[config.mk]
export PLATFORM = sky130hd
export DESIGN_NAME = tlfc_ram
export DESIGN_NICKNAME = d
export VERILOG_FILES = /design/src/hdl/assert_macros.svh /design/src/hdl/tlfc_ram.sv
export SDC_FILE = /design/constraint.sdc
export NUM_CORES = 1
export LEC_CHECK = 0
export BUFFER_PORTS_ARGS = -buffer_cell sky130_fd_sc_hd__buf_2
export CAP_MARGIN = 20
export CORE_MARGIN = 1
export CORE_UTILIZATION = 50
export CTS_BUF_LIST = sky130_fd_sc_hd__clkbuf_16
export DETAILED_ROUTE_END_ITERATION = 10
export PLACE_DENSITY = 0.69
export REMOVE_ABC_BUFFERS = 1
export SLEW_MARGIN = 40
export SYNTH_ARGS = -nofsm -noshare
export SYNTH_HDL_FRONTEND = slang
export SYNTH_SLANG_ARGS = --single-unit
[constraint.sdc]
create_clock -name clk -period 6.2 [get_ports clk]
set_clock_uncertainty 0.15 [all_clocks]
set_input_delay 1.24 -clock clk [delete_from_list [all_inputs] [get_ports clk]]
set_output_delay 1.24 -clock clk [all_outputs]
set_load 0.01 [all_outputs]
[src/hdl/assert_macros.svh]
// ----------------------------------------------------------------------------
// assert_macros.svh
// Concurrent assertion helpers shared by the RTL.
// ----------------------------------------------------------------------------
`ifndef ASSERT_MACROS_SVH
`define ASSERT_MACROS_SVH
`ifndef ASSERT_OFF
`define ASSERT_ALWAYS(lbl, clk, rst_n, expr) \
	lbl: assert property (@(posedge clk) disable iff (!rst_n) (expr)) \
		else $error("assertion failed");
`define ASSERT_IMPLIES_NEXT(lbl, clk, rst_n, ante, cons) \
	lbl: assert property (@(posedge clk) disable iff (!rst_n) (ante) |=> (cons)) \
		else $error("assertion failed");
`else
`define ASSERT_ALWAYS(lbl, clk, rst_n, expr)
`define ASSERT_IMPLIES_NEXT(lbl, clk, rst_n, ante, cons)
`endif
`endif

[src/hdl/tlfc_ram.sv]
// ----------------------------------------------------------------------------
// tlfc_ram
// Generic simple dual-port RAM, one write port, one registered read port.
// ----------------------------------------------------------------------------
module tlfc_ram #(
	parameter int WIDTH = 8,
	parameter int DEPTH = 16,
	parameter int AW    = (DEPTH > 1) ? $clog2(DEPTH) : 1
) (
	input  logic             clk,
	input  logic             we,
	input  logic [AW-1:0]    waddr,
	input  logic [WIDTH-1:0] wdata,
	input  logic [AW-1:0]    raddr,
	output logic [WIDTH-1:0] rdata
);

	logic [WIDTH-1:0] mem [DEPTH];

	always_ff @(posedge clk) begin
		if (we) begin
			mem[waddr] <= wdata;
		end
		rdata <= mem[raddr];
	end

endmodule

==> reports/metrics.yaml <==
routing:
  drt-total-wl_mm: 9.61
  drt_iter0_markers: 153
  wire_per_inst_um: 23.4
  antenna_left: 0
  dr.pass1.iters: 4
  drcViolationCount: 0
  num_vias: 2389
  vias_per_cell: 5.81
clock_tree:
  cts_tree: "built"
  cts.htree.levels: 4
  ctsHoldBuffers: 0
  post-cts-setup-buffers: 0
  clock_tree.root_cell: "clkbuf_16"
  path_clk_slew_ps: 60
  clk_latency_ps: 400
  clock_sinks: 136
  cts_made_buffers: 17
  max-clock-path-buffers: 2
  cts_resized: 0
worst_setup_path:
  r2r_slack_ps: 4710
  cp_max_fo: 8
  crit_slowest_cell: "nor2_1"
  rr_worst_depth: 3
  cpPeakStageDelay_ps: 630
  path_buf_inv: 1
  critPathArrivalTime_ps: 2540
  cp.depth: 3
  cp.required_ps: 6080
  crit_chain: "buf_2 -> or3b_2 -> nor2_1"
  crit_path_start_kind: "primary input"
  path_class: "primary input to register"
  end_kind: "register"
  crit_family: "simple AND/OR/NAND/NOR gates"
status:
  status: "finished, final reports clean"
cells_and_area:
  area_growth_pct: 16.4
  design_area_sq_um: 5990
  nNetsFinal: 283
  diodes: 0
  nFillCells: 678
  drive_above_1_share_pct: 32.0
global_route:
  grtUsageTotal_pct: 20.1
  grt_max_degree: 33
  grt_antenna_before_repair: 0
  grt_pass1_vias: 2455
  grt_overflow: 0
  grt_pass1_wl_mm: 14.5
synth:
  ys_ff_latch: 136
  synth_top_area_share_pct: 74.7
  syn_inst: 229
  yosys.area.top_type: "edfxtp_1"
  synth_cell_types: 19
  ys_seq_area_share_pct: 77.8
  syn_area_sq_um: 5150
  synth_area_leaders: "edfxtp_1 75%, mux4_2 7.9%, mux4_1 7.1%, dfxtp_1 3.1%, a22oi_1 2.3%"
  yosysWarnings: 0
  syn_area_per_cell_sq_um: 22.5
placed_design:
  place_area_sq_um: 5390
  port_buffers: 25
  gp_congestion: 0.725
  dp_hpwl_mm: 5.69
die:
  dieWidth_um: 103
  fp.dieH_um: 103
  coreArea_sq_um: 9860
  rows: 36
  io_pins: 26
  initial_core_util_pct: 52.2
  die-area_sq_um: 10700
sta:
  setup_viol: 0
  hold_viol: 0
  rsz0062_at_grt: "no"
  period_needed_ps: 2660
  max-slew-margin-rel_pct: 44.2
  worst_slew_pin_slew_ps: 835
  clock.fmax_mhz: 376
  fin_setup_tns_ps: 0
  final_max_slew_viol_count: 0
  finalHoldWorstSlack_ps: 516
  fin_crit_sh_pct: 42.9
min_path:
  worstHoldPathCells: 3
  hold_path.class: "register to register"
power:
  power.density_nw_per_um2: 350
  max-vdd-ir-drop_uv: 316
  leakagePower_nw: 1.98
run:
  cap_violations: 0
[path summary, 6_finish.rpt]
| kind | start | to |
|---|---|---|
| hold reg to reg | mem[15][3] | rdata[3] |
| setup / recovery | waddr[2] | mem[2][6] |
| setup reg to reg | mem[1][3] | rdata[3] |
| hold / removal | mem[15][3] | rdata[3] |
[where the power goes]
part           internal [mW]  total [mW]  switching, mW  leakage (nW)
clock network          0.592       0.972          0.379         0.273
registers               1.03        1.03        0.00620          1.22
logic                 0.0373      0.0926         0.0553         0.485
[worst register-to-register path: stages, from the launching register on]
cell	delay, ps
edfxtp_1	350
mux4_1	540
a22oi_1	260
nand2_1	80
[per-stage QoR]
stage                     setup slack [ps]  instances  power, mW  utilization (%)
after global routing                  3460        411       2.16             60.7
after floorplan                       3320        219       1.10                -
after global placement                2720        379       1.14             54.5
after detailed placement              3060        379       1.15             54.7
final                                 3540        411       2.10             60.7
after CTS                             3490        411       2.11             60.6
[synthesized netlist by cell type]
cell type,number
mux4_2,18
nor2_1,13
mux4_1,14
clkdlybuf4s25_2,3
dfxtp_1,8
nor3_1,4
or3b_2,1
buf_4,1
and2b_1,1
nand3_1,1
nand2_1,9
buf_6,3
nand3b_1,2
a22oi_1,16
and2_1,1
buf_2,3
nor2b_1,1
edfxtp_1,128
nand2b_1,2
[per-layer routing]
layer	GRT usage (%)	part of all wire, %	vias up
met5	0	0	-
met1	28.9	45	1240
li1	-	-	1051
met2	30.7	48	89
met4	5.74	0.88	0
met3	5.58	5.9	9
[kinds of logic (layout without fill, tap and decap cells)]
family / count (synthesis) / count (layout) / synth area share [%]
AND/OR/NAND/NOR: 35 / 35 / 3.18
flip-flops: 136 / 136 / 77.8
AO/OA/AOI/OAI: 16 / 16 / 2.33
buffers and inverters: 10 / 59 / 1.68
multiplexers: 32 / 32 / 15.0
[registers in the layout (all words and copies together) (netlist names)]
name,count
mem,128
rdata,8
[cell type report]
| class | count | area, sq um | share of cell area [%] |
|---|---|---|---|
| Clock buffer | 17 | 425 | 7.10 |
| Clock inverter | 15 | 155 | 2.59 |
| Multi-Input combinational cell | 83 | 1100 | 18.3 |
| Sequential cell | 136 | 4000 | 66.8 |
| Tap cell | 133 | 166 | 2.78 |
| Timing Repair Buffer | 27 | 143 | 2.38 |
[layout by cell type, fill, tap and decap left out]
master / count
edfxtp_1: 128
buf_2: 24
mux4_2: 18
clkbuf_16: 17
a22oi_1: 16
mux4_1: 14
nor2_2: 10
nand2_1: 9
dfxtp_1: 8
clkinvlp_4: 5
nor2_1: 3
clkinv_4: 3
buf_4: 3
nand3b_1: 2
nor3_1: 2
nand2b_1: 2
bufinv_16: 2
clkinv_2: 2
inv_6: 2
nor2b_1: 1
and2_1: 1
and2b_1: 1
nand3_1: 1
nor3_4: 1
or3b_2: 1
nor3_2: 1
inv_1: 1
No activity file was read; power rests on OpenSTA's default activity.
